==> src/rtl/core/atd_pkg.sv <==
package atd_pkg;

    localparam int SAMPLE_BITS_DEF    = 16;
    localparam int GRAVITY_TAU_MS_DEF = 150;

    localparam int TIME_W     = 32;
    localparam int GRAV_W     = 24;
    localparam int MAG_W      = 16;
    localparam int FRAC_W     = 8;
    localparam int MS_W       = 12;
    localparam int SENS_W     = 4;
    localparam int KIND_W     = 2;
    localparam int THR_W      = 13;
    localparam int CFG_IDX_W  = 3;
    localparam int CFG_DATA_W = 12;
    localparam int OUT_DATA_W = 24;

    // register indexes of the configuration port
    localparam logic [CFG_IDX_W-1:0] CFG_SENS    = 3'd0;
    localparam logic [CFG_IDX_W-1:0] CFG_IMPULSE = 3'd1;
    localparam logic [CFG_IDX_W-1:0] CFG_DMIN    = 3'd2;
    localparam logic [CFG_IDX_W-1:0] CFG_DWIN    = 3'd3;
    localparam logic [CFG_IDX_W-1:0] CFG_LOCK    = 3'd4;

    localparam logic [SENS_W-1:0] SENS_RST    = 4'd5;
    localparam logic [MS_W-1:0]   IMPULSE_RST = 12'd60;
    localparam logic [MS_W-1:0]   DMIN_RST    = 12'd80;
    localparam logic [MS_W-1:0]   DWIN_RST    = 12'd400;
    localparam logic [MS_W-1:0]   LOCK_RST    = 12'd500;

    localparam logic [KIND_W-1:0] KIND_NONE   = 2'd0;
    localparam logic [KIND_W-1:0] KIND_SINGLE = 2'd1;
    localparam logic [KIND_W-1:0] KIND_DOUBLE = 2'd2;

    localparam logic [1:0] AXIS_X = 2'd0;
    localparam logic [1:0] AXIS_Y = 2'd1;
    localparam logic [1:0] AXIS_Z = 2'd2;

    typedef struct packed {
        logic       capture;
        logic       sq_load;
        logic       sq_first;
        logic [1:0] sq_axis;
        logic       root_init;
        logic       root_step;
        logic       mag_load;
        logic       dev_load;
        logic       mul_load;
        logic       div_step;
        logic       upd;
        logic       peak_rd;
    } atd_cmd_t;

    // two quotient bits per divider step over the widened numerator
    function automatic int div_steps(int tau);
        int num_w;
        num_w = GRAV_W + $clog2(tau + 1) + 1;
        return (num_w + 1) / 2;
    endfunction

    function automatic logic [THR_W-1:0] threshold(logic [SENS_W-1:0] s);
        logic [SENS_W-1:0] c;
        logic [SENS_W-1:0] m;
        if (s < 4'd1) begin
            c = 4'd1;
        end else if (s > 4'd10) begin
            c = 4'd10;
        end else begin
            c = s;
        end
        m = 4'd11 - c;
        return {m, 9'b0};
    endfunction

endpackage

==> src/rtl/core/atd_dp.sv <==
module atd_dp
    import atd_pkg::*;
#(
    parameter int SAMPLE_BITS    = SAMPLE_BITS_DEF,
    parameter int GRAVITY_TAU_MS = GRAVITY_TAU_MS_DEF
) (
    input  logic                          aclk,
    input  logic                          aresetn,
    input  atd_cmd_t                      cmd,
    input  logic [TIME_W-1:0]             in_time,
    input  logic signed [SAMPLE_BITS-1:0] in_x,
    input  logic signed [SAMPLE_BITS-1:0] in_y,
    input  logic signed [SAMPLE_BITS-1:0] in_z,
    input  logic                          cfg_valid,
    input  logic [CFG_IDX_W-1:0]          cfg_index,
    input  logic [CFG_DATA_W-1:0]         cfg_data,
    output logic [KIND_W-1:0]             res_kind,
    output logic [MAG_W-1:0]              res_peak
);

    localparam int SQ_W      = 2 * SAMPLE_BITS;
    localparam int RT_W      = SAMPLE_BITS;
    localparam int MX_W      = (RT_W > MAG_W) ? RT_W : MAG_W;
    localparam int DT_W      = $clog2(GRAVITY_TAU_MS + 1);
    localparam int DIV_STEPS = div_steps(GRAVITY_TAU_MS);
    localparam int DIV_W     = 2 * DIV_STEPS;
    localparam int PROD_W    = GRAV_W + DT_W;

    localparam logic [DT_W:0]       TAU      = (DT_W + 1)'(GRAVITY_TAU_MS);
    localparam logic [DIV_W-1:0]    TAU_HALF = DIV_W'(GRAVITY_TAU_MS / 2);
    localparam logic [TIME_W-1:0]   TAU_T    = TIME_W'(GRAVITY_TAU_MS);
    localparam logic [MX_W-1:0]     MAG_MAX  = MX_W'(17'h0FFFF);

    // configuration
    logic [SENS_W-1:0] sens_reg;
    logic [MS_W-1:0]   imp_reg, dmin_reg, dwin_reg, lock_ms_reg;

    // captured item
    logic [TIME_W-1:0]             time_reg;
    logic signed [SAMPLE_BITS-1:0] ax_reg, ay_reg, az_reg;

    // square, root, divide
    logic [SQ_W-1:0]   sum_reg, sum_next;
    logic [SQ_W-1:0]   rn_reg, rn_next;
    logic [RT_W:0]     rr_reg, rr_next;
    logic [RT_W-1:0]   rq_reg, rq_next;
    logic [MAG_W-1:0]  mag_reg;
    logic [GRAV_W-1:0] dev_reg;
    logic              up_reg;
    logic [DIV_W-1:0]  dn_reg, dn_next;
    logic [DT_W-1:0]   dr_reg, dr_next;
    logic [DIV_W-1:0]  dq_reg, dq_next;

    // detector state
    logic              primed_reg, primed_next;
    logic [GRAV_W-1:0] grav_reg, grav_next;
    logic [TIME_W-1:0] last_reg, last_next;
    logic              above_reg, above_next;
    logic [TIME_W-1:0] astart_reg, astart_next;
    logic              pend_reg, pend_next;
    logic [TIME_W-1:0] first_reg, first_next;
    logic [TIME_W-1:0] lock_reg, lock_next;
    logic [MAG_W-1:0]  peak_reg, peak_next;
    logic [KIND_W-1:0] kind;

    logic [KIND_W-1:0] res_kind_reg;
    logic [MAG_W-1:0]  res_peak_reg;

    // squarer on the magnitude of the selected axis
    logic signed [SAMPLE_BITS-1:0] sq_op;
    logic [SAMPLE_BITS-1:0]        sq_abs;
    logic [SQ_W-1:0]               sq_val;

    always_comb begin
        unique case (cmd.sq_axis)
            AXIS_X:  sq_op = ax_reg;
            AXIS_Y:  sq_op = ay_reg;
            default: sq_op = az_reg;
        endcase
    end

    assign sq_abs   = sq_op[SAMPLE_BITS-1] ? SAMPLE_BITS'(-sq_op) : SAMPLE_BITS'(sq_op);
    assign sq_val   = sq_abs * sq_abs;
    assign sum_next = cmd.sq_first ? sq_val : sum_reg + sq_val;

    // one root bit a step
    logic [RT_W+2:0] rt_rs, rt_trial, rt_diff;
    logic            rt_ge;

    always_comb begin
        rt_rs    = {rr_reg, rn_reg[SQ_W-1 -: 2]};
        rt_trial = {1'b0, rq_reg, 2'b01};
        rt_ge    = rt_rs >= rt_trial;
        rt_diff  = rt_rs - rt_trial;
        rn_next  = rn_reg << 2;
        rr_next  = rt_ge ? rt_diff[RT_W:0] : rt_rs[RT_W:0];
        rq_next  = {rq_reg[RT_W-2:0], rt_ge};
    end

    logic [MX_W-1:0]   root_w;
    logic [MAG_W-1:0]  mag_sat;
    logic [GRAV_W-1:0] mag_fx;

    assign root_w  = MX_W'(rq_reg);
    assign mag_sat = (root_w > MAG_MAX) ? MAG_MAX[MAG_W-1:0] : root_w[MAG_W-1:0];
    assign mag_fx  = {mag_reg, {FRAC_W{1'b0}}};

    // gravity step numerator
    logic [TIME_W-1:0] dt;
    logic [PROD_W-1:0] prod;

    assign dt   = time_reg - last_reg;
    assign prod = dev_reg * dt[DT_W-1:0];

    // restoring division by the filter constant, two bits a step
    logic [DT_W:0] dv_r1, dv_r1s, dv_r2, dv_r2s;
    logic          dv_ge1, dv_ge2;

    always_comb begin
        dv_r1   = {dr_reg, dn_reg[DIV_W-1]};
        dv_ge1  = dv_r1 >= TAU;
        dv_r1s  = dv_ge1 ? dv_r1 - TAU : dv_r1;
        dv_r2   = {dv_r1s[DT_W-1:0], dn_reg[DIV_W-2]};
        dv_ge2  = dv_r2 >= TAU;
        dv_r2s  = dv_ge2 ? dv_r2 - TAU : dv_r2;
        dr_next = dv_r2s[DT_W-1:0];
        dq_next = {dq_reg[DIV_W-3:0], dv_ge1, dv_ge2};
        dn_next = dn_reg << 2;
    end

    // tap decision
    logic [GRAV_W-1:0] thr_fx;
    logic              locked;
    logic [TIME_W-1:0] ab_dur, gap, win;
    logic [GRAV_W-1:0] delta;

    assign thr_fx = GRAV_W'({threshold(sens_reg), {FRAC_W{1'b0}}});
    assign locked = ((time_reg - lock_reg) >> (TIME_W - 1)) != '0;
    assign ab_dur = time_reg - astart_reg;
    assign gap    = astart_reg - first_reg;
    assign delta  = dq_reg[GRAV_W-1:0];

    always_comb begin
        primed_next = primed_reg;
        grav_next   = grav_reg;
        last_next   = last_reg;
        above_next  = above_reg;
        astart_next = astart_reg;
        pend_next   = pend_reg;
        first_next  = first_reg;
        lock_next   = lock_reg;
        peak_next   = peak_reg;
        kind        = KIND_NONE;
        win         = '0;
        if (cmd.peak_rd) begin
            peak_next = '0;
        end else if (cmd.upd) begin
            if (!primed_reg) begin
                primed_next = 1'b1;
                grav_next   = mag_fx;
                last_next   = time_reg;
            end else begin
                last_next = time_reg;
                if (dt >= TAU_T) begin
                    grav_next = mag_fx;
                end else if (up_reg) begin
                    grav_next = grav_reg + delta;
                end else begin
                    grav_next = grav_reg - delta;
                end
                if (dev_reg[GRAV_W-1:FRAC_W] > peak_reg) begin
                    peak_next = dev_reg[GRAV_W-1:FRAC_W];
                end
                if (!above_reg) begin
                    if (dev_reg >= thr_fx && !locked) begin
                        above_next  = 1'b1;
                        astart_next = time_reg;
                    end
                end else if ({dev_reg, 1'b0} < {1'b0, thr_fx}) begin
                    above_next = 1'b0;
                    if (ab_dur <= TIME_W'(imp_reg)) begin
                        if (pend_reg) begin
                            // ringing outside the double window leaves the first pending
                            if (gap >= TIME_W'(dmin_reg) && gap <= TIME_W'(dwin_reg)) begin
                                pend_next = 1'b0;
                                lock_next = time_reg + TIME_W'(lock_ms_reg);
                                kind      = KIND_DOUBLE;
                            end
                        end else begin
                            pend_next  = 1'b1;
                            first_next = astart_reg;
                        end
                    end else begin
                        pend_next = 1'b0;
                    end
                end else if (ab_dur > TIME_W'(imp_reg)) begin
                    // sustained motion: drop the excursion, half lockout
                    above_next = 1'b0;
                    pend_next  = 1'b0;
                    lock_next  = time_reg + TIME_W'(lock_ms_reg[MS_W-1:1]);
                end
                win = time_reg - first_next;
                if (pend_next && !above_next && win > TIME_W'(dwin_reg)) begin
                    pend_next = 1'b0;
                    lock_next = time_reg + TIME_W'(lock_ms_reg);
                    kind      = KIND_SINGLE;
                end
            end
        end
    end

    always_ff @(posedge aclk) begin
        if (!aresetn) begin
            sens_reg    <= SENS_RST;
            imp_reg     <= IMPULSE_RST;
            dmin_reg    <= DMIN_RST;
            dwin_reg    <= DWIN_RST;
            lock_ms_reg <= LOCK_RST;
            primed_reg  <= 1'b0;
            above_reg   <= 1'b0;
            pend_reg    <= 1'b0;
            lock_reg    <= '0;
            peak_reg    <= '0;
        end else begin
            if (cfg_valid) begin
                unique case (cfg_index)
                    CFG_SENS:    sens_reg    <= cfg_data[SENS_W-1:0];
                    CFG_IMPULSE: imp_reg     <= cfg_data;
                    CFG_DMIN:    dmin_reg    <= cfg_data;
                    CFG_DWIN:    dwin_reg    <= cfg_data;
                    CFG_LOCK:    lock_ms_reg <= cfg_data;
                    default: ;
                endcase
            end
            primed_reg <= primed_next;
            above_reg  <= above_next;
            pend_reg   <= pend_next;
            lock_reg   <= lock_next;
            peak_reg   <= peak_next;
        end
    end

    always_ff @(posedge aclk) begin
        if (cmd.capture) begin
            time_reg <= in_time;
            ax_reg   <= in_x;
            ay_reg   <= in_y;
            az_reg   <= in_z;
        end
        if (cmd.sq_load) begin
            sum_reg <= sum_next;
        end
        if (cmd.root_init) begin
            rn_reg <= sum_reg;
            rr_reg <= '0;
            rq_reg <= '0;
        end else if (cmd.root_step) begin
            rn_reg <= rn_next;
            rr_reg <= rr_next;
            rq_reg <= rq_next;
        end
        if (cmd.mag_load) begin
            mag_reg <= mag_sat;
        end
        if (cmd.dev_load) begin
            up_reg  <= mag_fx >= grav_reg;
            dev_reg <= (mag_fx >= grav_reg) ? mag_fx - grav_reg : grav_reg - mag_fx;
        end
        if (cmd.mul_load) begin
            dn_reg <= DIV_W'(prod) + TAU_HALF;
            dr_reg <= '0;
            dq_reg <= '0;
        end else if (cmd.div_step) begin
            dn_reg <= dn_next;
            dr_reg <= dr_next;
            dq_reg <= dq_next;
        end
        grav_reg   <= grav_next;
        last_reg   <= last_next;
        astart_reg <= astart_next;
        first_reg  <= first_next;
        if (cmd.peak_rd) begin
            res_kind_reg <= KIND_NONE;
            res_peak_reg <= peak_reg;
        end else if (cmd.upd) begin
            res_kind_reg <= kind;
            res_peak_reg <= '0;
        end
    end

    assign res_kind = res_kind_reg;
    assign res_peak = res_peak_reg;

endmodule

==> src/rtl/core/atd_ctrl.sv <==
module atd_ctrl
    import atd_pkg::*;
#(
    parameter int ROOT_STEPS = SAMPLE_BITS_DEF,
    parameter int DIV_STEPS  = div_steps(GRAVITY_TAU_MS_DEF)
) (
    input  logic     aclk,
    input  logic     aresetn,
    input  logic     s_tvalid,
    output logic     s_tready,
    input  logic     s_req,
    output logic     m_tvalid,
    input  logic     m_tready,
    output atd_cmd_t cmd
);

    localparam int MAX_STEPS = (ROOT_STEPS > DIV_STEPS) ? ROOT_STEPS : DIV_STEPS;
    localparam int CNT_W     = $clog2(MAX_STEPS + 1);

    localparam logic [3:0] S_IDLE  = 4'd0;
    localparam logic [3:0] S_PEAK  = 4'd1;
    localparam logic [3:0] S_SQX   = 4'd2;
    localparam logic [3:0] S_SQY   = 4'd3;
    localparam logic [3:0] S_SQZ   = 4'd4;
    localparam logic [3:0] S_RINIT = 4'd5;
    localparam logic [3:0] S_ROOT  = 4'd6;
    localparam logic [3:0] S_MAG   = 4'd7;
    localparam logic [3:0] S_DEV   = 4'd8;
    localparam logic [3:0] S_MUL   = 4'd9;
    localparam logic [3:0] S_DIV   = 4'd10;
    localparam logic [3:0] S_UPD   = 4'd11;

    logic [3:0]       state_reg, state_next;
    logic [CNT_W-1:0] cnt_reg, cnt_next;
    logic             mv_reg, mv_next;
    logic             out_free;
    logic             res_load;

    assign out_free = !mv_reg || m_tready;

    always_comb begin
        state_next = state_reg;
        cnt_next   = cnt_reg;
        cmd        = '0;
        s_tready   = 1'b0;
        res_load   = 1'b0;
        unique case (state_reg)
            S_IDLE: begin
                s_tready = 1'b1;
                if (s_tvalid) begin
                    cmd.capture = 1'b1;
                    state_next  = s_req ? S_PEAK : S_SQX;
                end
            end
            S_PEAK: begin
                if (out_free) begin
                    cmd.peak_rd = 1'b1;
                    res_load    = 1'b1;
                    state_next  = S_IDLE;
                end
            end
            S_SQX: begin
                cmd.sq_load  = 1'b1;
                cmd.sq_first = 1'b1;
                cmd.sq_axis  = AXIS_X;
                state_next   = S_SQY;
            end
            S_SQY: begin
                cmd.sq_load = 1'b1;
                cmd.sq_axis = AXIS_Y;
                state_next  = S_SQZ;
            end
            S_SQZ: begin
                cmd.sq_load = 1'b1;
                cmd.sq_axis = AXIS_Z;
                state_next  = S_RINIT;
            end
            S_RINIT: begin
                cmd.root_init = 1'b1;
                cnt_next      = '0;
                state_next    = S_ROOT;
            end
            S_ROOT: begin
                cmd.root_step = 1'b1;
                cnt_next      = cnt_reg + 1'b1;
                if (cnt_reg == CNT_W'(ROOT_STEPS - 1)) begin
                    state_next = S_MAG;
                end
            end
            S_MAG: begin
                cmd.mag_load = 1'b1;
                state_next   = S_DEV;
            end
            S_DEV: begin
                cmd.dev_load = 1'b1;
                state_next   = S_MUL;
            end
            S_MUL: begin
                cmd.mul_load = 1'b1;
                cnt_next     = '0;
                state_next   = S_DIV;
            end
            S_DIV: begin
                cmd.div_step = 1'b1;
                cnt_next     = cnt_reg + 1'b1;
                if (cnt_reg == CNT_W'(DIV_STEPS - 1)) begin
                    state_next = S_UPD;
                end
            end
            S_UPD: begin
                // hold until the output register is free
                if (out_free) begin
                    cmd.upd    = 1'b1;
                    res_load   = 1'b1;
                    state_next = S_IDLE;
                end
            end
            default: state_next = S_IDLE;
        endcase
    end

    always_comb begin
        if (res_load) begin
            mv_next = 1'b1;
        end else if (m_tready) begin
            mv_next = 1'b0;
        end else begin
            mv_next = mv_reg;
        end
    end

    always_ff @(posedge aclk) begin
        if (!aresetn) begin
            state_reg <= S_IDLE;
            cnt_reg   <= '0;
            mv_reg    <= 1'b0;
        end else begin
            state_reg <= state_next;
            cnt_reg   <= cnt_next;
            mv_reg    <= mv_next;
        end
    end

    assign m_tvalid = mv_reg;

endmodule

==> src/rtl/core/accel_tap_detector_core.sv <==
// Tap detector for timestamped three-axis accelerometer samples. One item at a
// time: a sample (s_tuser 0) runs through the squarer, the one-bit-a-step square
// root and the two-bit-a-step divider that scales the gravity step by
// GRAVITY_TAU_MS before the next item can be taken. A peak read (s_tuser 1)
// returns and clears the peak. Every item gives exactly one result; results
// wait in an output register, and an item that finishes while the previous
// result is still held stalls until it is taken. Configuration writes are
// always accepted and must only be issued while idle.
module accel_tap_detector_core
    import atd_pkg::*;
#(
    parameter int SAMPLE_BITS    = SAMPLE_BITS_DEF,
    parameter int GRAVITY_TAU_MS = GRAVITY_TAU_MS_DEF
) (
    input  logic                  aclk,
    input  logic                  aresetn,
    input  logic                  s_tvalid,
    output logic                  s_tready,
    // time_ms, accel_x, accel_y, accel_z, zero padding
    input  logic [((TIME_W + 3 * SAMPLE_BITS + 7) / 8) * 8 - 1:0] s_tdata,
    // req_type
    input  logic                  s_tuser,
    output logic                  m_tvalid,
    input  logic                  m_tready,
    // tap_kind, peak_value, zero padding
    output logic [OUT_DATA_W-1:0] m_tdata,
    input  logic                  cfg_valid,
    output logic                  cfg_ready,
    input  logic [CFG_IDX_W-1:0]  cfg_index,
    input  logic [CFG_DATA_W-1:0] cfg_data
);

    localparam int DIV_STEPS = div_steps(GRAVITY_TAU_MS);
    localparam int X_LO      = TIME_W;
    localparam int Y_LO      = TIME_W + SAMPLE_BITS;
    localparam int Z_LO      = TIME_W + 2 * SAMPLE_BITS;

    atd_cmd_t          cmd;
    logic [KIND_W-1:0] res_kind;
    logic [MAG_W-1:0]  res_peak;

    atd_ctrl #(
        .ROOT_STEPS (SAMPLE_BITS),
        .DIV_STEPS  (DIV_STEPS)
    ) u_ctrl (
        .aclk     (aclk),
        .aresetn  (aresetn),
        .s_tvalid (s_tvalid),
        .s_tready (s_tready),
        .s_req    (s_tuser),
        .m_tvalid (m_tvalid),
        .m_tready (m_tready),
        .cmd      (cmd)
    );

    atd_dp #(
        .SAMPLE_BITS    (SAMPLE_BITS),
        .GRAVITY_TAU_MS (GRAVITY_TAU_MS)
    ) u_dp (
        .aclk      (aclk),
        .aresetn   (aresetn),
        .cmd       (cmd),
        .in_time   (s_tdata[TIME_W-1:0]),
        .in_x      (s_tdata[X_LO +: SAMPLE_BITS]),
        .in_y      (s_tdata[Y_LO +: SAMPLE_BITS]),
        .in_z      (s_tdata[Z_LO +: SAMPLE_BITS]),
        .cfg_valid (cfg_valid),
        .cfg_index (cfg_index),
        .cfg_data  (cfg_data),
        .res_kind  (res_kind),
        .res_peak  (res_peak)
    );

    assign cfg_ready = 1'b1;
    assign m_tdata   = OUT_DATA_W'({res_peak, res_kind});

endmodule

==> config.mk <==
export PLATFORM = sky130hd
export DESIGN_NAME = accel_tap_detector_core
export DESIGN_NICKNAME = d
export VERILOG_FILES = /design/src/rtl/core/atd_pkg.sv /design/src/rtl/core/atd_dp.sv /design/src/rtl/core/atd_ctrl.sv /design/src/rtl/core/accel_tap_detector_core.sv
export SDC_FILE = /design/constraint.sdc
export NUM_CORES = 2
export LEC_CHECK = 0
export ABC_AREA = 1
export BUFFER_PORTS_ARGS = -buffer_cell sky130_fd_sc_hd__buf_2
export CAP_MARGIN = 0
export CORE_UTILIZATION = 40
export CTS_BUF_LIST = sky130_fd_sc_hd__clkbuf_16
export DETAILED_ROUTE_END_ITERATION = 8
export PLACE_DENSITY_LB_ADDON = 0.15
export SLEW_MARGIN = 20
export SYNTH_ARGS = -nofsm -noshare
export SYNTH_HDL_FRONTEND = slang
export SYNTH_HIERARCHICAL = 1
export SYNTH_SLANG_ARGS = --single-unit
export TNS_END_PERCENT = 30
==> constraint.sdc <==
create_clock -name aclk -period 10.42 [get_ports aclk]
set_clock_uncertainty 0.15 [all_clocks]
set_input_delay 1.563 -clock aclk [delete_from_list [all_inputs] [get_ports aclk]]
set_output_delay 1.563 -clock aclk [all_outputs]
set_load 0.05 [all_outputs]
# ---- Yosys cells after proc, flatten, opt, wreduce, memory -nomap -nowiden
# Index checks and enable logic that the tools add are counted.
dict set report op_classes {
  addsub 19
  multipliers 2
  order_cmp 16
  eq_ne 25
  muxes 81
  bitwise 4
  reduce_logical 35
}
# op n
set op_table {}
lappend op_table {{$mux W32} 17}
lappend op_table {{$sub A32 B32 Y32} 5}
lappend op_table {{$mux W24} 4}
lappend op_table {{$sub A24 B24 Y24} 3}
lappend op_table {{$mux W34} 2}
lappend op_table {{$gt A32 B12 Y1} 2}
lappend op_table {{$le A32 B12 Y1} 2}
lappend op_table {{$mux W16} 3}
lappend op_table {{$pmux W4 S11} 1}
lappend op_table {{$mux W1} 34}
lappend op_table {{$add A32 B7 Y33 const B} 1}
lappend op_table {{$add A32 B11 Y32} 1}
lappend op_table {{$add A32 B12 Y32} 1}
lappend op_table {{$add A32 B32 Y32} 1}
lappend op_table {{$ge A32 B12 Y1} 1}
lappend op_table {{$ge A32 B8 Y1 const B} 1}
lappend op_table {{$mul A16 B16 Y32} 1}
lappend op_table {{$mul A24 B8 Y32} 1}
lappend op_table {{$pmux W16 S2} 1}
lappend op_table {{$lt A25 B21 Y1} 1}
lappend op_table {{$add A24 B24 Y24} 1}
lappend op_table {{$ge A24 B21 Y1} 1}
lappend op_table {{$ge A24 B24 Y1} 1}
lappend op_table {{$mux W4} 6}
lappend op_table {{other kinds (46)} 90}
dict set report word_totals {
  register_bits 535
  inputBits 101
  out_inout_bits 27
  elab_cells 216
}

# ---- Logic depth before layout (Yosys ltp)
dict set report depth {
  ltp_word 16
  mapped_depth 65
  mapped_depth_nobuf 62
}

# ---- Hierarchy
# The synthesis kept the hierarchy.
# mod instances cells_per_inst area_each_um2 seq_area_each_um2
set modules_own_cells {}
lappend modules_own_cells {atd_dp 1 6472 50518.5 14063.5}
lappend modules_own_cells {atd_ctrl 1 114 732.0 200.2}
lappend modules_own_cells {accel_tap_detector_core 1 9 60.1 0.0}

# ---- Worst setup path before layout
# OpenSTA, ideal clock, no wires.
dict set report synth_timing {
  path_type {flip-flop to flip-flop}
  start {reg u_ctrl.state_reg[1]}
  end {reg u_dp.sum_reg[31] (data pin)}
  setup_ns 0.263
  arrival_time_ns 10.043
  t_required_ns 10.007
  slack_ns -0.036
  stages_incl_launch_ff 60
  n_path_buf 3
  synth_period_minus_slack_ns 10.456
  cell_sequence {dfxtp_1 -> inv_2 -> nand2_2 -> nor2_1 -> clkbuf_1 -> nor2_1 -> inv_1 -> o22a_1 -> o21a_1 -> inv_1 -> clkbuf_1 -> clkbuf_1 -> ha_1 -> inv_1 -> nor3_1 -> inv_1 -> nand2_1 -> xor2_1 -> [24 not listed] -> nand2_1 -> inv_1 -> nand2_1 -> nand2_1 -> nand3_1 -> nand2_1 -> nand3_1 -> nand2_1 -> xnor2_1 -> inv_1 -> ha_1 -> inv_1 -> o21bai_1 -> a21oi_1 -> nand2_1 -> a21oi_1 -> o21ai_0 -> xor2_1}
}
# item line_no
set synth_rtl {}
lappend synth_rtl {{from (decl)} atd_ctrl.sv:33} ;# logic [3:0] state_reg, state_next;
lappend synth_rtl {{from (signal assigned)} atd_ctrl.sv:138} ;# state_reg <= state_next;
lappend synth_rtl {{to (signal assigned)} atd_dp.sv:251} ;# sum_reg <= sum_next;
lappend synth_rtl {{to (decl)} atd_dp.sv:43} ;# logic [SQ_W-1:0] sum_reg, sum_next;

==> impl_results.md <==
* Final ANT Viol Nets at 0
* Synth top area share at 20.8%
* Synth cell count leaders: nand2_1 (1,353), inv_1 (1,214), nor2_1 (555)
* Clock Sinks at 535
* Final wirelength at 142,000 um
* Yosys warns at 6
* Count of distinct cell types in the synthesized netlist at 77
* Area grow syn2layout at 10.7%
* Synth Flop Type: edfxtp_1
* Drt drc at 0
* Via count at 43,023
* Gate Count Post-Synth at 6,595
* DIE AREA at 0.130 mm^2
* Worst Setup Slack, final at 0.672 ns
* Hold Crit Class: reg -> reg
* Asr flop ratio synth at 0%
* Worst-path fanout max at 5
* Initial antenna violation count at 2
* Clock slew seen by the registers of the worst setup and hold paths at 0.06 ns
* Vias in the first global route at 42,575
* Fin crit share at 93.5%
* DP Wirelength at 115,000 um
* Die Wd at 360 um
* Die height at 360 um
* First-pass GRT wire length at 227,000 um
* First DRT Iteration DRCs at 2,661
* Share of layout cells above drive strength 1 at 6.98%
* Worst Setup End Kind: flop
* Htree depth at 3
* Worst Path Class, Setup: reg -> reg
* CTS Hold Bufs at 0
* Via density at 5.06
* Core Region at 0.127 mm^2
* Top Ports at 128
* Number of diodes at 0
* WP data required at 10.65 ns
* # fillers at 12,925
* Post-synth top area cell: edfxtp_1
* Number of synthesized flops with an enable pin at 355
* Site row count at 131
* Avg Cell Area, Syn at 7.78 um^2
* Worst skew pair latency at 0.67 ns
* Status: complete, no violations
* CTS max path bufs at 3
* Peak Freq at 103 MHz
* Critical path arrival at 9.98 ns
* WL/cell at 16.8 um
* RePlAce Congestion at 0.929
* Final setup vio count at 0
* Largest net degree at the start of global routing at 68
* Port bufs at 120
* Post-route minimum period at 9.75 ns
* DR pass1 iterations at 6
* Slew margin rel. at 26.7%
* Top-count cell post-synth: nand2_1
* Seq cells post-synth at 535
* GR Overflow Total at 0
* Fin. Hold Viols at 0
* Placement Setup Slack at 0.110 ns
* Crit start category: flop
* CTS tree: built
* Max-cap violations at 0
* Slowest stage delay, CP at 0.56 ns
* All-Layer GR Usage at 21.9%
* Starting Density at 40.3%
* CP most frequent cell: inv_1
* Crit path max-delay cell type: fa_1
* Final core occ at 44.6%
* Synth top area cells: edfxtp_1 (21%), ha_1 (13%), fa_1 (12%), nand2_1 (9.9%), inv_1 (8.9%)
* Worst Max-Slew Pin Slew at 1.10 ns
* Sequential fraction of the synthesis area at 27.8%
* CTS Buf Count at 69
* Slew Viols, Final at 0
* Final Net Count at 7,714
* Largest register FFs at 34
* Root Driver: clkbuf_16
* Area of the mapped netlist at 0.0513 mm^2
## cell families (layout without fill, tap and decap cells)
| kind of cell | after synthesis | count (layout) | share of synthesized area [%] |
|---|---|---|---|
| AOI/OAI and AO/OA | 1097 | 1097 | 11.9 |
| muxes | 5 | 5 | 0.105 |
| buffers and inverters | 1378 | 1602 | 10.2 |
| DFF | 535 | 535 | 27.8 |
| adders and majority gates | 836 | 836 | 24.9 |
| other | 4 | 18 | 0.0293 |
| and+or+nand+nor | 2442 | 2442 | 20.0 |
| xor gates and xnor gates | 298 | 298 | 5.10 |
## path summary, 6_finish.rpt
path	startpoint	endpoint	slack, ns	cells after the start
hold reg to reg	u_dp/root_w[9]	u_dp/mag_reg[9]	0.28	0
setup reg to reg	u_ctrl/state_reg[2]	u_dp/sum_reg[29]	0.67	44
setup / recovery	u_ctrl/state_reg[2]	u_dp/sum_reg[29]	0.67	44
hold / removal	u_dp/root_w[9]	u_dp/mag_reg[9]	0.28	0
## area by class of cell
cell class | instances | area [um^2] | share of cell area [%]
flip-flops and latches | 535 | 14300 | 25.1
clock buffers | 70 | 1750 | 3.08
multi-input cells | 4696 | 32100 | 56.4
inverters | 1238 | 4660 | 8.21
repair buffers | 237 | 1500 | 2.65
clock inverters | 57 | 474 | 0.835
well taps | 1662 | 2080 | 3.66
## stage by stage
| step | hold slack [ns] | instance area [um^2] | TNS (ns) | cells |
|---|---|---|---|---|
| floorplan | 0.258 | 51400 | 0 | 6609 |
| CTS | 0.275 | 56600 | 0 | 8491 |
| finish | 0.276 | 56800 | 0 | 8495 |
| detailed placement | 0.263 | 54400 | 0 | 8364 |
| global placement | 0.262 | 54400 | 0 | 8364 |
| global route | 0.289 | 56800 | -0.327 | 8495 |
## critical path, delay by kind of cell (launching register included)
family                     cells  cell delay (ns)
AOI/OAI and AO/OA             14             2.50
DFF                            1             0.36
adders and majority gates      9             4.15
and+or+nand+nor                6             0.79
xor gates and xnor gates       2             0.37
buffers and inverters         13             1.15
## repair_timing
item / 4_1_cts / 5_1_grt
resized for setup: 0 / 54
setup buffers: 0 / 4
setup endpoints to repair: 0 / 9
## layout by cell type (no fill, tap or decap), drive strengths merged, types with 5 or more instances in the layout
cell type	n
a21o	18
o211ai	29
a21oi	473
dfxtp	180
a31oi	27
edfxtp	355
o21bai	21
nand2	1376
conb	18
nor2	572
a221oi	6
o2bb2ai	11
nor4	20
and3	13
nand4	68
or2	18
bufinv	7
nand3	264
nor3b	6
fa	306
ha	530
xor2	205
and2	7
o31ai	15
a211oi	15
clkbuf	70
o221ai	5
a21boi	16
buf	237
inv	1248
clkinv	30
o41ai	5
clkinvlp	10
o21ai	378
nor3	65
xnor2	93
nand3b	27
o22ai	45
o21a	12
## metal layers
layer | part of all wire [%] | global-route usage [%]
met2 | 45 | 35.4
met1 | 48 | 30.7
met5 | 0 | 0
met4 | 2.2 | 5.63
met3 | 5.0 | 2.85
Power is left out: the tool's default activity adds up to more than one toggle a clock period on the data nets, which glitch-free logic cannot reach.
